$ cat src/rtl/core/radar_report_frame_parser_assert.svh
// assertion macros for the radar report frame parser
// expects clk and rst_n in the scope of the module that includes it
`ifndef RADAR_REPORT_FRAME_PARSER_ASSERT_SVH
`define RADAR_REPORT_FRAME_PARSER_ASSERT_SVH

// same-cycle implication, held off during reset
`define RRFP_ASSERT_IMP(label, ante, cons, msg) \
    label: assert property (@(posedge clk) disable iff (!rst_n) (ante) |-> (cons)) \
        else $error(msg);

// next-cycle implication, held off during reset
`define RRFP_ASSERT_NEXT(label, ante, cons, msg) \
    label: assert property (@(posedge clk) disable iff (!rst_n) (ante) |=> (cons)) \
        else $error(msg);

`endif

$ cat src/rtl/core/rrfp_pkg.sv
// shared types and constants of the radar report frame parser
// no dependencies
package rrfp_pkg;

    // frame marks
    localparam logic [7:0]  MIN_HEAD   = 8'h6E;
    localparam logic [7:0]  MIN_TAIL   = 8'h62;
    localparam logic [31:0] STD_HEADER = 32'hF1F2F3F4;
    localparam logic [31:0] STD_FOOTER = 32'hF5F6F7F8;

    // buffer layout
    localparam int          LEAD_BYTES     = 12;
    localparam int          GATES          = 16;
    localparam logic [3:0]  GATE_LAST      = 4'd15;
    localparam logic [15:0] MIN_SIZE       = 16'd5;
    localparam logic [15:0] DLEN_LOW_POS   = 16'd5;
    localparam logic [15:0] FOOTER_START   = 16'd6;
    localparam logic [15:0] ENERGY_START   = 16'd12;
    localparam logic [15:0] ENERGY_END     = 16'd76;
    localparam logic [15:0] MIN_STD_SIZE   = 16'd80;
    localparam logic [15:0] MIN_DECL_LEN   = 16'd70;
    localparam logic [16:0] FOOTER_GAP     = 17'd6;
    localparam logic [16:0] FRAME_OVERHEAD = 17'd10;
    localparam logic [15:0] COUNT_MAX      = 16'hFFFF;

    // result status codes
    localparam logic [2:0] STATUS_OK         = 3'd0;
    localparam logic [2:0] STATUS_BAD_LENGTH = 3'd1;
    localparam logic [2:0] STATUS_BAD_HEADER = 3'd2;
    localparam logic [2:0] STATUS_SHORT      = 3'd3;
    localparam logic [2:0] STATUS_BAD_FOOTER = 3'd4;

    typedef struct packed {
        logic [7:0] rx_byte;
        logic       end_of_buffer;
    } byte_item_t;

    typedef struct packed {
        logic [2:0]  status;
        logic        minimal_frame;
        logic [7:0]  report_kind;
        logic [7:0]  object_state;
        logic [15:0] distance_cm;
        logic [15:0] reserved_word;
        logic [3:0]  energy_index;
        logic [31:0] energy_value;
        logic        last_result;
    } result_item_t;

endpackage

$ cat src/rtl/core/radar_report_frame_parser.sv
// radar report frame parser, top level
// depends on rrfp_pkg and radar_report_frame_parser_assert.svh
//
// Usage: bytes of one receive buffer enter on the byte channel, one request
// per byte, with end_of_buffer set on the final byte. Nothing comes out until
// that byte is taken. The result channel then gives one request for a
// minimal frame or a failure, or sixteen requests (one per energy gate, the
// last flagged) for a good standard frame.
// Throughput: one byte per cycle when not held off; results leave one per cycle
// while result_ready is high, from the output register, the energy read register.
// Latency: the first result is valid the cycle after the final byte.
// The byte channel holds off (a) the final byte of a buffer while results
// of the previous buffer are still queued, and (b) the write of an energy
// word into a gate entry whose earlier value has not yet been delivered.
// A stalled result receiver only stretches those holds; nothing is dropped.
// Reset clears the byte count, leading bytes, footer and output valid at
// once; the energy memory is not cleared and needs no clearing pass.
`include "radar_report_frame_parser_assert.svh"

module radar_report_frame_parser
    import rrfp_pkg::*;
(
    input  logic         clk,
    input  logic         rst_n,
    input  logic         byte_valid,
    output logic         byte_ready,
    input  byte_item_t   byte_item,
    output logic         result_valid,
    input  logic         result_ready,
    output result_item_t result_item
);

    // buffer state
    logic [15:0] count_reg;
    logic [7:0]  lead_reg [LEAD_BYTES];
    logic [31:0] footer_reg;
    logic [16:0] foff_reg;
    logic [16:0] lim_reg;
    logic        dlen_ok_reg;
    logic [23:0] asm_reg;

    // energy memory and its read register
    logic [31:0] energy_mem [GATES];
    logic [31:0] mem_q_reg;

    // result register
    logic        result_valid_reg;
    logic        success_reg;
    logic [3:0]  gate_reg;
    logic [2:0]  status_reg;
    logic        minimal_reg;
    logic [7:0]  kind_reg;
    logic [7:0]  target_reg;
    logic [15:0] distance_reg;
    logic [15:0] reserved_reg;

    logic [15:0] p;
    logic [7:0]  b;
    logic [15:0] size_next;
    logic [7:0]  lead_cur [LEAD_BYTES];
    logic [16:0] fdiff;
    logic        foot_hit;
    logic [31:0] footer_cur;
    logic        in_energy;
    logic [6:0]  eoff;
    logic [3:0]  wr_idx;
    logic [1:0]  wr_lane;
    logic        mem_we_want;
    logic        mem_we;
    logic        pending;
    logic        res_take;
    logic        slot_free;
    logic        clobber;
    logic        byte_acc;
    logic        fin_load;
    logic [31:0] header;
    logic        is_min;
    logic [2:0]  std_status;
    logic        eval_success;
    logic        rd_en;
    logic [3:0]  rd_addr;
    logic [15:0] dlen;

    assign p = count_reg;
    assign b = byte_item.rx_byte;
    assign size_next = (p == COUNT_MAX) ? p : p + 16'd1;

    // leading bytes as they stand after this byte
    always_comb
    begin
        for (int i = 0; i < LEAD_BYTES; i++)
        begin
            lead_cur[i] = (p == 16'(i)) ? b : lead_reg[i];
        end
    end

    // footer capture at declared length plus six
    assign fdiff    = {1'b0, p} - foff_reg;
    assign foot_hit = (p >= FOOTER_START) && (fdiff[16:2] == 15'd0);

    always_comb
    begin
        footer_cur = footer_reg;
        if (foot_hit)
        begin
            unique case (fdiff[1:0])
                2'd0: footer_cur = {footer_reg[31:8], b};
                2'd1: footer_cur = {footer_reg[31:16], b, footer_reg[7:0]};
                2'd2: footer_cur = {footer_reg[31:24], b, footer_reg[15:0]};
                2'd3: footer_cur = {b, footer_reg[23:0]};
                default: footer_cur = footer_reg;
            endcase
        end
    end

    // energy word position
    assign in_energy   = (p >= ENERGY_START) && (p < ENERGY_END);
    assign eoff        = p[6:0] - ENERGY_START[6:0];
    assign wr_idx      = eoff[5:2];
    assign wr_lane     = eoff[1:0];
    assign mem_we_want = in_energy && (wr_lane == 2'd3);

    // handshake and interlock
    assign pending   = result_valid_reg && success_reg && (gate_reg != GATE_LAST);
    assign res_take  = result_valid_reg && result_ready;
    assign slot_free = !result_valid_reg || (result_ready && !pending);
    assign clobber   = mem_we_want && result_valid_reg && success_reg && (wr_idx > gate_reg);
    assign byte_ready = !clobber && (!byte_item.end_of_buffer || slot_free);
    assign byte_acc  = byte_valid && byte_ready;
    assign fin_load  = byte_acc && byte_item.end_of_buffer;
    assign mem_we    = byte_acc && mem_we_want;

    // frame evaluation on the final byte
    assign header = {lead_cur[3], lead_cur[2], lead_cur[1], lead_cur[0]};
    assign is_min = (size_next >= MIN_SIZE) && (lead_cur[0] == MIN_HEAD)
                    && (lead_cur[4] == MIN_TAIL);

    always_comb
    begin
        priority if (size_next < MIN_STD_SIZE)
            std_status = STATUS_BAD_LENGTH;
        else if (header != STD_HEADER)
            std_status = STATUS_BAD_HEADER;
        else if (!dlen_ok_reg)
            std_status = STATUS_BAD_LENGTH;
        else if ({1'b0, size_next} < lim_reg)
            std_status = STATUS_SHORT;
        else if (footer_cur != STD_FOOTER)
            std_status = STATUS_BAD_FOOTER;
        else
            std_status = STATUS_OK;
    end

    assign eval_success = !is_min && (std_status == STATUS_OK);

    // energy read: first gate on load, next gate as each result leaves
    assign rd_en   = (fin_load && eval_success) || (res_take && pending);
    assign rd_addr = fin_load ? 4'd0 : gate_reg + 4'd1;

    assign dlen = {b, lead_reg[4]};

    // buffer state registers
    always_ff @(posedge clk or negedge rst_n)
    begin
        if (!rst_n)
        begin
            count_reg   <= 16'd0;
            footer_reg  <= 32'd0;
            foff_reg    <= FOOTER_GAP;
            lim_reg     <= FRAME_OVERHEAD;
            dlen_ok_reg <= 1'b0;
            for (int i = 0; i < LEAD_BYTES; i++)
            begin
                lead_reg[i] <= 8'd0;
            end
        end
        else if (byte_acc)
        begin
            if (byte_item.end_of_buffer)
            begin
                count_reg  <= 16'd0;
                footer_reg <= 32'd0;
                for (int i = 0; i < LEAD_BYTES; i++)
                begin
                    lead_reg[i] <= 8'd0;
                end
            end
            else
            begin
                count_reg  <= size_next;
                footer_reg <= footer_cur;
                for (int i = 0; i < LEAD_BYTES; i++)
                begin
                    lead_reg[i] <= lead_cur[i];
                end
            end
            // declared length is complete at byte five
            if (p == DLEN_LOW_POS)
            begin
                foff_reg    <= {1'b0, dlen} + FOOTER_GAP;
                lim_reg     <= {1'b0, dlen} + FRAME_OVERHEAD;
                dlen_ok_reg <= dlen >= MIN_DECL_LEN;
            end
        end
    end

    // energy word assembly, low lanes first
    always_ff @(posedge clk)
    begin
        if (byte_acc && in_energy)
        begin
            unique case (wr_lane)
                2'd0: asm_reg[7:0]   <= b;
                2'd1: asm_reg[15:8]  <= b;
                2'd2: asm_reg[23:16] <= b;
                2'd3: asm_reg        <= asm_reg;
                default: asm_reg     <= asm_reg;
            endcase
        end
    end

    // energy memory, read before write on the same entry
    always_ff @(posedge clk)
    begin
        if (mem_we)
        begin
            energy_mem[wr_idx] <= {b, asm_reg};
        end
        if (rd_en)
        begin
            mem_q_reg <= energy_mem[rd_addr];
        end
    end

    // result control
    always_ff @(posedge clk or negedge rst_n)
    begin
        if (!rst_n)
        begin
            result_valid_reg <= 1'b0;
            success_reg      <= 1'b0;
            gate_reg         <= 4'd0;
        end
        else if (fin_load)
        begin
            result_valid_reg <= 1'b1;
            success_reg      <= eval_success;
            gate_reg         <= 4'd0;
        end
        else if (res_take)
        begin
            if (pending)
            begin
                gate_reg <= gate_reg + 4'd1;
            end
            else
            begin
                result_valid_reg <= 1'b0;
            end
        end
    end

    // result fields captured with the final byte
    always_ff @(posedge clk)
    begin
        if (fin_load)
        begin
            status_reg   <= is_min ? STATUS_OK : std_status;
            minimal_reg  <= is_min;
            kind_reg     <= eval_success ? lead_cur[6] : 8'd0;
            reserved_reg <= eval_success ? {lead_cur[11], lead_cur[10]} : 16'd0;
            priority if (is_min)
            begin
                target_reg   <= lead_cur[1];
                distance_reg <= {lead_cur[3], lead_cur[2]};
            end
            else if (eval_success)
            begin
                target_reg   <= lead_cur[7];
                distance_reg <= {lead_cur[9], lead_cur[8]};
            end
            else
            begin
                target_reg   <= 8'd0;
                distance_reg <= 16'd0;
            end
        end
    end

    // output request
    assign result_valid               = result_valid_reg;
    assign result_item.status         = status_reg;
    assign result_item.minimal_frame  = minimal_reg;
    assign result_item.report_kind    = kind_reg;
    assign result_item.object_state   = target_reg;
    assign result_item.distance_cm    = distance_reg;
    assign result_item.reserved_word  = reserved_reg;
    assign result_item.energy_index   = gate_reg;
    assign result_item.energy_value   = success_reg ? mem_q_reg : 32'd0;
    assign result_item.last_result    = !success_reg || (gate_reg == GATE_LAST);

    // checks
    `RRFP_ASSERT_IMP(a_no_clobber, mem_we && result_valid_reg && success_reg, wr_idx <= gate_reg, "energy entry overwritten before delivery")
    `RRFP_ASSERT_NEXT(a_gate_step, res_take && pending, result_valid_reg && (gate_reg == $past(gate_reg) + 4'd1), "gate did not advance by one")
    `RRFP_ASSERT_NEXT(a_clear_after_final, fin_load, (count_reg == 16'd0) && (footer_reg == 32'd0), "buffer state not cleared after final byte")
    `RRFP_ASSERT_IMP(a_single_gate, result_valid_reg && !success_reg, gate_reg == 4'd0, "single result carries a gate number")

endmodule
$ cat config.mk
export PLATFORM = sky130hd
export DESIGN_NAME = radar_report_frame_parser
export DESIGN_NICKNAME = d
export VERILOG_FILES = /design/src/rtl/core/rrfp_pkg.sv /design/src/rtl/core/radar_report_frame_parser.sv
export VERILOG_INCLUDE_DIRS = /design/src /design/src/rtl/core
export SDC_FILE = /design/constraint.sdc
export NUM_CORES = 1
export LEC_CHECK = 0
export CAP_MARGIN = 20
export CORE_MARGIN = 4
export CORE_UTILIZATION = 57
export CTS_CLUSTER_SIZE = 24
export DETAILED_ROUTE_END_ITERATION = 16
export DONT_BUFFER_PORTS = 1
export PLACE_DENSITY = 0.72
export SYNTH_ARGS = -nofsm -noshare
export SYNTH_HDL_FRONTEND = slang
export SYNTH_SLANG_ARGS = --single-unit
$ cat constraint.sdc
create_clock -name clk -period 6.44 [get_ports clk]
set_input_delay 0.966 -clock clk [delete_from_list [all_inputs] [get_ports clk]]
set_output_delay 0.966 -clock clk [all_outputs]
set_load 0.05 [all_outputs]
==> flow_metrics.py <==
metrics = {
    "run_status": {
        "status": "completed",
    },
    "detailed_routing": {
        "dr.first_iter.drc_count": 2705,
        "routed_wl_microns": 91300,
        "ant_nets": 0,
        "vias": 22980,
        "drc": 0,
        "wl_per_cell_microns": 26.66,
        "vias_per_cell": 6.711,
        "dr.pass1.iters": 6,
    },
    "timing": {
        "clock_skew_ns": 0.02204,
        "finalCritPeriodShare_pct": 81.94,
        "setup_viol": 0,
        "hold_viol": 0,
        "worstMarginPinSlew_ns": 1.180,
        "setup_ws_ns": 1.163,
        "fin_tns_setup_ns": 0,
        "timing.fmax_mhz": 189.5,
        "relSlewSlack_pct": 21.16,
        "rsz0062_at_grt": "false",
        "drv_slew": 0,
        "finalHoldWorstSlack_ns": 0.03498,
        "min_period_ns": 5.277,
    },
    "clock_network": {
        "clockRootBuffer": "clkbuf_16",
        "numCtsBuffers": 80,
        "cts.sinks": 795,
        "postCtsSetupBuffers": 0,
        "cts.path.max_buffers": 3,
        "ctsHoldBuffers": 0,
        "cts_resized": 0,
        "cts_tree": "done",
        "htreeDepth": 3,
        "clk_pin_slew_worst_paths_ns": 0.06,
        "insertion_delay_ns": 0.63,
    },
    "logic_synthesis": {
        "seq_area_frac_synth_pct": 66.87,
        "yosys.area.top_type": "edfxtp_1",
        "synth_warnings": 0,
        "syn_area_sq_mm": 0.03440,
        "synth-main-ff-cell": "edfxtp_1",
        "synth_fp_nets": 2712,
        "syn_avg_cell_area_sq_um": 12.98,
        "ys_top_cells_by_area": "edfxtp_1 (54%), dfrtp_1 (13%), nand2_1 (3.6%)",
        "synth_edf_count": 620,
        "synth_cell_types": 82,
        "synth_top_area_share_pct": 54.13,
        "synth.most_common_cell": "edfxtp_1",
        "syn_inst": 2650,
        "synth-seq-cells": 795,
        "synth_common_cells": "edfxtp_1 (620), nand2_1 (327), dfrtp_1 (172), clkbuf_1 (160), o22ai_1 (142)",
        "synth_async_sr_flop_share_pct": 22.01,
    },
    "global_routing": {
        "grt_pass1_vias": 22430,
        "grt-ovfl-total": 0,
        "grt_max_degree": 193,
        "grt.busiest_layer": "met2",
        "grt_usage_pct": 28.16,
        "gr-usage-met2_pct": 46.08,
        "met3_usage_pct": 4.943,
        "antenna_found_initial": 0,
        "grtUsageMet1_pct": 38.42,
        "grt_pass1_wl_microns": 138000,
    },
    "power_and_ir_drop": {
        "leakage_nw": 13.27,
        "vdd_drop_max_uv": 193.2,
        "power-per-cell-area_mw_per_mm2": 302.8,
    },
    "finish": {
        "multiInputGateArea_sq_mm": 0.01056,
        "nFillCells": 4310,
        "area_delta_synth_final_pct": 10.01,
        "nNetsFinal": 2650,
        "drive_above_1_share_pct": 9.657,
        "largest_register_ffs": 512,
        "antenna_cells": 0,
        "regArea_sq_mm": 0.02300,
    },
    "placed_design": {
        "gp_congestion": 0.9043,
        "portBuffers": 0,
        "dp_slack_ns": 1.276,
        "dp_hpwl_microns": 52890,
    },
    "floorplanning": {
        "die_h_microns": 253.7,
        "core_sq_mm": 0.05935,
        "die_area_sq_mm": 0.06434,
        "fp-row-count": 89,
        "initial_utilization_pct": 57.95,
        "fp.dieW_microns": 253.7,
        "ios": 104,
    },
    "worst_setup_path": {
        "required_ns": 6.74,
        "cp-start-kind": "flip-flop",
        "path_class": "reg2reg",
        "crit_arrival_ns": 5.58,
        "worstSetupEndpointType": "flip-flop",
        "path_max_fanout": 32,
        "r2r_slack_ns": 1.16,
    },
    "hold_path": {
        "hold_class": "in2async",
    },
    "flow_run": {
        "drv_cap": 0,
    },
}
-- cells in the final DEF (no fill, tap or decap), drive strengths merged, types with 6 or more instances in the layout --
| cell type | n |
|---|---|
| edfxtp | 620 |
| nand2 | 327 |
| dfrtp | 172 |
| o22ai | 154 |
| o21ai | 146 |
| a21oi | 114 |
| clkbuf | 112 |
| a22o | 95 |
| nor2 | 79 |
| inv | 69 |
| a32oi | 67 |
| mux2i | 65 |
| o221ai | 64 |
| ha | 48 |
| buf | 48 |
| nor3 | 44 |
| and2 | 40 |
| nand3 | 37 |
| xnor2 | 30 |
| a22oi | 29 |
| or3 | 26 |
| clkinv | 26 |
| nor2b | 21 |
| nand4 | 21 |
| xor2 | 17 |
| nor4 | 17 |
| and3 | 17 |
| a21o | 14 |
| a211o | 10 |
| nand2b | 10 |
| nor3b | 8 |
| a31oi | 6 |
| a31o | 6 |
| mux2 | 6 |
| o31ai | 6 |
| a211oi | 6 |
-- layer usage --
| metal | wire, microns | vias up |
|---|---|---|
| met5 | 0 | - |
| met1 | 36020 | 11470 |
| met3 | 7519 | 213 |
| li1 | - | 10100 |
| met4 | 3292 | 0 |
| met2 | 44470 | 1198 |
-- logic make-up (layout without fill, tap and decap cells) --
group / Yosys count / count (layout) / synth area share [%]
buffers and inverters: 258 / 259 / 3.001
multiplexers: 71 / 71 / 2.088
AND/OR/NAND/NOR: 674 / 674 / 9.632
flip-flops: 795 / 795 / 66.87
XOR/XNOR: 47 / 47 / 1.197
AO/OA/AOI/OAI: 756 / 756 / 15.41
adder cells (fa/ha/maj): 49 / 49 / 1.804
-- final timing paths --
path	startpoint	end	cells after the start
worst max register to register	foff_reg[1]	mem_q_reg[19]	13
worst min register to register	footer_reg[10]	footer_reg[10]	2
min in group clk	byte_item[3]	asm_reg[18]	0
worst max-delay path	foff_reg[1]	mem_q_reg[19]	13
max in group asynchronous	rst_n	gate_reg[0]	0
worst min-delay path	rst_n	lead_reg[46]	0
-- power by group --
group          total, mW  switching [mW]  internal [mW]  leakage (nW)
clock               4.53            1.93           2.60          1.25
sequential          5.87           0.171           5.70          7.90
combinational       1.06           0.653          0.405          4.13
total               11.5            2.76           8.70          13.3
-- worst max-delay path, cell delays in order (launching register included) --
cell       delay (ns)
dfstp_2          0.56
inv_1            0.07
ha_1             0.29
nor2b_1          0.14
o2111ai_1        0.43
a21oi_1          0.22
or4_4            0.54
a2111oi_4        0.34
nand4_2          0.44
or4_4            0.67
a21o_4           0.33
or3_1            0.45
o21bai_4         0.17
buf_12           0.27
-- area by class of cell --
type / count / share of cell area, %
timing repair buffer: 48 / 1.356
clock inverter: 33 / 0.8365
inverter: 66 / 0.6547
clock buffer: 112 / 5.905
sequential: 795 / 60.79
tap: 773 / 2.556
multi-input combinational: 1597 / 27.90
-- per-stage QoR --
step                total power [mW]  cell area, sq um  cells  util (%)
floorplan                      6.752             34400   2650         -
global placement               6.973             35220   3276     59.33
detailed placement             7.006             35290   3279     59.46
CTS                            11.48             37840   3424     63.76
global route                   11.85             37840   3424     63.76
finish                         11.46             37840   3424     63.76
No activity file was read; power rests on OpenSTA's default activity.
